File: config.mk
export PLATFORM = sky130hd
export DESIGN_NAME = drd_row_acc
export DESIGN_NICKNAME = d
export VERILOG_FILES = /design/src/design/drd_pkg.sv /design/src/design/drd_row_acc.sv
export SDC_FILE = /design/constraint.sdc
export NUM_CORES = 1
export LEC_CHECK = 0
export BUFFER_PORTS_ARGS = -buffer_cell sky130_fd_sc_hd__buf_2
export CAP_MARGIN = 15
export CORE_MARGIN = 1.5
export CORE_UTILIZATION = 50
export DETAILED_ROUTE_END_ITERATION = 8
export GPL_TIMING_DRIVEN = 1
export PLACE_DENSITY_LB_ADDON = 0.2
export SYNTH_ARGS = -nofsm -noshare
export SYNTH_HDL_FRONTEND = slang
export SYNTH_SLANG_ARGS = --single-unit
File: constraint.sdc
create_clock -name clk_i -period 12.23 [get_ports clk_i]
set_input_delay 2.446 -clock clk_i [delete_from_list [all_inputs] [get_ports clk_i]]
set_output_delay 2.446 -clock clk_i [all_outputs]
set_load 0.01 [all_outputs]
File: src/design/drd_pkg.sv
// Package for the detection row decode unit: fixed-point constants, register
// indexes and reset values, and the structs shared by the row accumulator
// and the top level. Depends on nothing.
`default_nettype none

package drd_pkg;

  localparam int unsigned FRAC_BITS   = 12;
  localparam int unsigned MAX_CLASSES = 256;
  localparam int unsigned OBJ_INDEX   = 4;
  localparam int unsigned FIRST_CLASS = 5;
  localparam int unsigned INDEX_MAX   = 511;

  localparam int unsigned CFG_IDX_W  = 3;
  localparam int unsigned CFG_DATA_W = 16;

  typedef enum logic [CFG_IDX_W-1:0] {
    REG_BOX_THRESHOLD   = 3'd0,
    REG_CLASS_THRESHOLD = 3'd1,
    REG_CLASS_COUNT     = 3'd2,
    REG_RATIO_W         = 3'd3,
    REG_RATIO_H         = 3'd4,
    REG_IMAGE_COLS      = 3'd5,
    REG_IMAGE_ROWS      = 3'd6
  } drd_reg_e;

  localparam logic [12:0] RST_BOX_THRESHOLD   = 13'd2048;
  localparam logic [12:0] RST_CLASS_THRESHOLD = 13'd2048;
  localparam logic [8:0]  RST_CLASS_COUNT     = 9'd80;
  localparam logic [15:0] RST_RATIO_W         = 16'd4096;
  localparam logic [15:0] RST_RATIO_H         = 16'd4096;
  localparam logic [12:0] RST_IMAGE_COLS      = 13'd640;
  localparam logic [12:0] RST_IMAGE_ROWS      = 13'd640;

  typedef struct packed {
    logic [12:0] box_threshold;
    logic [12:0] class_threshold;
    logic [8:0]  class_count;
    logic [15:0] ratio_w;
    logic [15:0] ratio_h;
    logic [12:0] image_cols;
    logic [12:0] image_rows;
  } drd_cfg_t;

  // Row contents as they stand once the final beat has been folded in.
  typedef struct packed {
    logic [3:0][23:0] box;
    logic [23:0]      obj;
    logic [23:0]      best;
    logic [7:0]       cls;
  } drd_row_t;

endpackage

`default_nettype wire

File: src/design/drd_row_acc.sv
// Row accumulator: collects box fields, objectness and the running best
// class score beat by beat and decides at row end whether to keep the row.
// Depends on drd_pkg.
`default_nettype none

module drd_row_acc import drd_pkg::*; (
  input  logic               clk_i,
  input  logic               rst_ni,
  input  logic               beat_i,
  input  logic signed [23:0] elem_value_i,
  input  logic               row_last_i,
  input  drd_cfg_t           cfg_i,
  output drd_row_t           row_o,
  output logic               keep_o
);

  logic [8:0]         idx_q;
  logic [3:0][23:0]   box_q, box_d;
  logic signed [23:0] obj_q, obj_d;
  logic signed [23:0] best_q, best_d;
  logic [7:0]         cls_q, cls_d;
  logic [8:0]         n_cls;
  logic [8:0]         cls_off;
  logic               seen;
  logic               obj_ok;
  logic               best_ok;

  assign n_cls   = (cfg_i.class_count > 9'(MAX_CLASSES)) ? 9'(MAX_CLASSES) : cfg_i.class_count;
  assign cls_off = idx_q - 9'(FIRST_CLASS);

  always_comb begin
    box_d  = box_q;
    obj_d  = obj_q;
    best_d = best_q;
    cls_d  = cls_q;
    if (idx_q < 9'(OBJ_INDEX)) begin
      box_d[idx_q[1:0]] = elem_value_i;
    end else if (idx_q == 9'(OBJ_INDEX)) begin
      obj_d = elem_value_i;
    end else if (cls_off < n_cls) begin
      if (idx_q == 9'(FIRST_CLASS) || elem_value_i > best_q) begin
        best_d = elem_value_i;
        cls_d  = cls_off[7:0];
      end
    end
  end

  assign seen    = (n_cls != 9'd0) && (idx_q >= 9'(FIRST_CLASS));
  assign obj_ok  = $signed({obj_d[23], obj_d}) >= $signed({12'b0, cfg_i.box_threshold});
  assign best_ok = $signed({best_d[23], best_d}) >= $signed({12'b0, cfg_i.class_threshold});
  assign keep_o  = seen && obj_ok && best_ok;

  assign row_o.box  = box_d;
  assign row_o.obj  = obj_d;
  assign row_o.best = best_d;
  assign row_o.cls  = cls_d;

  always_ff @(posedge clk_i or negedge rst_ni) begin
    if (!rst_ni) begin
      idx_q  <= '0;
      box_q  <= '0;
      obj_q  <= '0;
      best_q <= '0;
      cls_q  <= '0;
    end else if (beat_i) begin
      if (row_last_i) begin
        idx_q  <= '0;
        box_q  <= '0;
        obj_q  <= '0;
        best_q <= '0;
        cls_q  <= '0;
      end else begin
        if (idx_q < 9'(INDEX_MAX)) begin
          idx_q <= idx_q + 9'd1;
        end
        box_q  <= box_d;
        obj_q  <= obj_d;
        best_q <= best_d;
        cls_q  <= cls_d;
      end
    end
  end

endmodule

`default_nettype wire

==> impl_metrics.py, run 1 <==
metrics = {
    "logic_synthesis": {
        "ys_seq_elements": 161,
        "syn-num-nets": 1073,
        "muxShareOfSynthArea_pct": 14.5,
        "synth_compound_area_share_pct": 19.3,
        "synth_top_family_by_area": "compound AO/OA/AOI/OAI gates",
        "avgSynthCellArea_um2": 10.7,
        "synth.top_cell.area_share_pct": 42.5,
        "synth_edf_count": 0,
        "synth_warnings": 0,
        "synth_xor_area_share_pct": 1.11,
        "synthAdderAreaFrac_pct": 8.18,
        "async_reset_ff_share_pct": 100,
        "synth_cell_types": 52,
        "yosysTopAreaCell": "dfrtp_1",
        "synthFlopType": "dfrtp_1",
        "yosys-top-cells-area": "dfrtp_1 (43%), mux2_2 (14%), a22o_1 (13%)",
        "yosysSeqAreaShare_pct": 42.5,
        "synth_cells": 890,
        "syn_area_um2": 9480,
        "yosys.area_share.simple_pct": 8.42,
    },
    "pwr": {
        "leakage_nw": 6.03,
        "power_density_nw_per_um2": 129,
        "finalPower_mw": 1.44,
        "ir_drop_mv": 0.0983,
    },
    "global_route": {
        "grt_pass1_vias": 7560,
        "grt_max_degree": 91,
        "overflow": 0,
        "antenna_found_initial": 0,
        "grt_pass1_wl_um": 41500,
        "track_usage_pct": 26.9,
    },
    "worst_setup_path": {
        "crit_path_max_fanout": 31,
        "crit_family": "compound AO/OA/AOI/OAI gates",
        "crit_required_ns": 9.78,
        "reg2reg_from": "idx_q[0]",
        "slowest_stage": "a21o_1",
        "cp_common_cell": "o21ai_0",
        "path_buf_inv": 3,
        "rr_endpoint": "best_q[23]",
        "path_class": "input port to output pin",
        "slowest_delay_ns": 0.91,
        "cp.arrival_ns": 7.50,
        "cp-start-kind": "input port",
        "r2r_cells": 17,
        "cp_cell_sequence": "buf_2 -> ha_1 -> a21o_1 -> a2111oi_0 -> o21ai_0 -> a32oi_1 -> a21o_1 -> buf_4 -> mux2_2 -> ha_1 -> and2_1 -> o21ai_0 -> o21ai_0 -> o41ai_1 -> a21oi_1 -> nand2_1 -> a21oi_1 -> buf_2",
        "end_kind": "output pin",
        "regToRegSetupSlack_ns": 7.64,
    },
    "routing": {
        "drt-total-wl_um": 26300,
        "via_per_inst": 5.86,
        "wl_per_cell_um": 20.0,
        "first_iter_violations": 434,
        "vias": 7724,
        "drcViolationCount": 0,
        "first_pass_iters": 5,
        "ant_nets": 0,
    },
    "placed_design": {
        "globalplace.congestion": 0.854,
        "io_buffers": 215,
        "place_ws_ns": 2.30,
        "dp.cells": 1285,
        "dpl_cell_area_um2": 10600,
        "hpwl_um": 17900,
    },
    "floorplanning": {
        "core_area_um2": 18600,
        "die_w_um": 141,
        "num_io_pins": 274,
        "fp-row-count": 50,
        "initial_core_util_pct": 50.8,
        "die_h_um": 141,
        "die_area_um2": 19800,
    },
    "timing": {
        "setup_tns_ns": 0,
        "finalCritPeriodShare_pct": 81.3,
        "worst_slack_ns": 2.29,
        "slew_viol_final": 0,
        "max_freq_mhz": 101,
        "setup_violations": 0,
        "period_minus_slack_ns": 9.94,
        "rsz0062_at_grt": "false",
        "hold_viol_final": 0,
        "worst_slew_pin_slew_ns": 1.15,
        "relSlewSlack_pct": 23.4,
        "fin_skew_ns": 0.0105,
        "holdWs_ns": 0.490,
    },
    "clock_network": {
        "post_cts_buffers": 0,
        "cts_tree": "yes",
        "cts_buffers": 17,
        "cts_resized": 0,
        "cts.sinks": 161,
        "clock-root-buffer": "clkbuf_16",
        "h-tree-depth": 4,
        "clk_latency_ns": 0.43,
        "clk_path_buf_depth": 2,
        "path_clk_slew_ns": 0.06,
        "cts_hold_buf": 0,
    },
    "worst_hold_path": {
        "holdPathStages": 1,
        "min_to": "obj_q[20]",
        "hp-class": "flip-flop to flip-flop",
        "min_from": "obj_q[20]",
    },
    "job": {
        "cap_violations": 0,
    },
    "finish": {
        "final_cell_mix": "buf_2 (214), dfrtp_1 (161), a22o_1 (146)",
        "final_util_pct": 59.9,
        "filler_cell_count": 1598,
        "diodes": 0,
        "drive_gt1_share_pct": 35.1,
        "layout_commonest_cell": "buf_2",
        "area_growth_pct": 17.8,
        "postLayoutCellArea_um2": 11200,
        "fin_nets": 1254,
        "finalNonFillerCells": 1318,
    },
    "status": {
        "status": "finished, final reports clean",
    },
}
-- sequential cells by signal, summed over array words and instances, names as in the netlist --
signal  flops
best_q     24
obj_q      24
cls_q       8
box_q      96
idx_q       9
-- per-layer routing --
metal | share of wire [%] | GRT usage (%) | routed length [um]
met1 | 46 | 37.8 | 12200
met2 | 45 | 41.5 | 11900
met3 | 7.7 | 8.02 | 2020
met4 | 0.89 | 4.99 | 234
met5 | 0 | 0 | 0
-- layout make-up --
| cell class | count | area [um2] | area share [%] |
|---|---|---|---|
| clock buffer | 20 | 437 | 3.91 |
| tap | 234 | 293 | 2.62 |
| multi-input combinational | 603 | 4890 | 43.8 |
| sequential | 161 | 4030 | 36.1 |
| timing repair buffer | 222 | 1150 | 10.3 |
| clock inverter | 12 | 113 | 1.01 |
| inverter | 66 | 250 | 2.24 |
-- cells in the mapped netlist, types with 5 or more instances --
library cell	instances
inv_1	65
o2bb2ai_1	5
xnor2_1	6
buf_2	8
nor2_1	20
nand4_1	9
clkbuf_1	36
a21o_1	10
buf_4	6
nand2_1	96
nand3_1	10
o21ai_0	26
dfrtp_1	161
buf_6	8
ha_1	62
mux2_2	118
a22o_1	146
nor4_1	8
mux2i_1	5
xor2_1	6
a21oi_1	24
nor3_1	11
-- power breakdown --
group / internal, mW / switching [mW]
clock network: 0.281 / 0.229
registers: 0.566 / 0.0211
logic: 0.147 / 0.193
total: 0.994 / 0.443
-- how the worst max path moves through the flow --
stage | cells past startpoint | slack (ns) | to | startpoint
floorplan | 17 | 4.14 | keep_o | elem_value_i[14]
global placement | 18 | 2.33 | keep_o | elem_value_i[11]
detailed placement | 18 | 2.30 | keep_o | elem_value_i[11]
CTS | 18 | 2.29 | keep_o | elem_value_i[11]
global route | 18 | 1.91 | keep_o | elem_value_i[11]
finish | 18 | 2.29 | keep_o | elem_value_i[21]
-- cell families after synthesis --
group	Yosys count
compound gates	233
xor+xnor	12
fa+ha+maj	62
buf+inv	126
mux	123
flops	161
simple gates	173
No activity file was read; power rests on OpenSTA's default activity.
==> run 2: changes to the inputs <==
==> constraint.sdc (replaced) <==
create_clock -name clk_i -period 9.26 [get_ports clk_i]
set_input_delay 1.852 -clock clk_i [delete_from_list [all_inputs] [get_ports clk_i]]
set_output_delay 1.852 -clock clk_i [all_outputs]
set_load 0.01 [all_outputs]
==> run 2 against run 1 <==
Compared with the run above:
- clock power increased by 38%
- non-clock buffer count increased by 4
- first-iteration DRC count decreased by 1.2%
- sequential power increased by 32%
- register-to-register slack got worse by 2.9 ns
- clock skew increased by 0.00063 ns
- highest routed layer unchanged
==> impl_metrics.py, run 2 (synthesis results as in run 1) <==
metrics = {
    "pwr": {
        "pwr-share-clk_pct": 36.4,
        "finalPower_mw": 1.92,
        "internal-power_mw": 1.32,
        "switching_power_mw": 0.603,
        "switching_share_pct": 31.3,
        "power_frac_seq_pct": 40.3,
        "power_density_nw_per_um2": 172,
        "ir_drop_mv": 0.143,
        "power.share.combinational_pct": 23.3,
        "leakage_nw": 6.07,
    },
    "placed_design": {
        "hpwl_um": 18200,
        "place_ws_ns": 0.756,
        "io_buffers": 215,
        "globalplace.congestion": 0.836,
    },
    "timing": {
        "finalCritPeriodShare_pct": 92.4,
        "rsz0062_at_grt": "false",
        "period_minus_slack_ns": 8.56,
        "worst_slew_pin_slew_ns": 1.17,
        "slew_viol_final": 0,
        "fin_skew_ns": 0.0111,
        "hold_viol_final": 0,
        "holdWs_ns": 0.494,
        "relSlewSlack_pct": 22.1,
        "max_freq_mhz": 117,
        "setup_violations": 0,
        "setup_tns_ns": 0,
        "worst_slack_ns": 0.701,
    },
    "finish": {
        "drive_gt1_share_pct": 35.6,
        "reg_top3": "box_q: 96 flops, best_q: 24 flops, obj_q: 24 flops",
        "layout_commonest_cell": "buf_2",
        "diodes": 0,
        "final_util_pct": 60.1,
        "largest_register_ffs": 96,
        "fin_nets": 1258,
        "area_growth_pct": 18.2,
        "final_cell_mix": "buf_2 (214), dfrtp_1 (161), a22o_1 (146)",
        "regMostFlops": "box_q",
    },
    "clock_network": {
        "cts_tree": "yes",
        "cts_resized": 0,
        "clk_path_buf_depth": 2,
        "cts.sinks": 161,
        "clock-root-buffer": "clkbuf_16",
        "h-tree-depth": 4,
        "clk_latency_ns": 0.43,
        "cts_hold_buf": 0,
        "path_clk_slew_ns": 0.07,
        "cts_buffers": 17,
        "post_cts_buffers": 0,
    },
    "status": {
        "status": "finished, final reports clean",
    },
    "floorplanning": {
        "core_area_um2": 18600,
        "die_area_um2": 19800,
        "fp-row-count": 50,
        "initial_core_util_pct": 50.8,
        "num_io_pins": 274,
        "die_h_um": 141,
        "die_w_um": 141,
    },
    "worst_setup_path": {
        "cp.arrival_ns": 6.71,
        "reg2reg_from": "idx_q[0]",
        "path_class": "input port to output pin",
        "crit_required_ns": 7.41,
        "cp-start-kind": "input port",
        "crit_path_max_fanout": 20,
        "end_kind": "output pin",
        "timing.critical_path.from": "elem_value_i[11]",
    },
    "job": {
        "cap_violations": 0,
    },
    "global_route": {
        "grt_pass1_wl_um": 41200,
        "grt_max_degree": 97,
        "antenna_found_initial": 0,
        "track_usage_pct": 26.8,
        "grt_pass1_vias": 7450,
        "overflow": 0,
    },
    "routing": {
        "via_per_inst": 5.93,
        "drt-total-wl_um": 26500,
        "vias": 7838,
        "drcViolationCount": 0,
        "wl_per_cell_um": 20.1,
        "first_iter_violations": 429,
        "first_pass_iters": 6,
        "ant_nets": 0,
    },
    "worst_hold_path": {
        "hp-class": "flip-flop to flip-flop",
        "min_from": "obj_q[23]",
    },
}
-- run 2: power by group through the flow --
stage / logic (mW) / clock network (mW) / registers, mW
global route: 0.491 / 0.739 / 0.780
detailed placement: 0.451 / 0 / 0.787
global placement: 0.443 / 0 / 0.785
finish: 0.449 / 0.700 / 0.775
floorplan: 0.292 / 0 / 0.779
CTS: 0.453 / 0.706 / 0.775
-- run 2: area by class of cell --
| class | instances | area [um2] |
|---|---|---|
| inverters | 66 | 250 |
| clock inverters | 15 | 151 |
| flip-flops and latches | 161 | 4030 |
| repair buffers | 226 | 1160 |
| clock buffers | 17 | 425 |
| well taps | 234 | 293 |
| multi-input cells | 603 | 4890 |
| fillers | 1587 | 7440 |
-- run 2: path summary, 6_finish.rpt --
path	end	slack (ns)	depth (start not counted)
max	keep_o	0.70	18
min	obj_q[23]	0.49	1
max reg2reg	cls_q[6]	4.71	16
min reg2reg	obj_q[23]	0.49	1
max in group asynchronous	cls_q[7]	6.29	2
min in group asynchronous	cls_q[5]	1.53	1
-- run 2: worst max-delay path, stage by stage --
cell	delay, ns
buf_2	0.18
ha_1	0.34
nand4_1	0.12
nor4_1	0.56
a32oi_1	0.26
o311ai_0	0.23
a21o_1	0.67
buf_4	0.33
mux2_2	0.39
ha_1	0.29
and2_1	0.16
o21ai_0	0.14
o21ai_0	0.12
o41ai_1	0.59
a21oi_1	0.13
nand2_1	0.10
a21oi_1	0.09
buf_2	0.15
-- run 2: stage by stage --
stage	instances	area [um2]
2_1_floorplan	890	9480
3_3_place_gp	1289	10600
3_5_place_dp	1289	10600
4_1_cts	1321	11200
5_1_grt	1322	11200
6_report	1322	11200
-- run 2: routing by layer --
metal | global-route usage, % | part of all wire (%) | vias up
met5 | 0 | 0 | -
li1 | - | - | 3629
met4 | 7.07 | 1.8 | 0
met3 | 7.07 | 7.8 | 28
met2 | 40.2 | 45 | 273
met1 | 38.5 | 46 | 3908
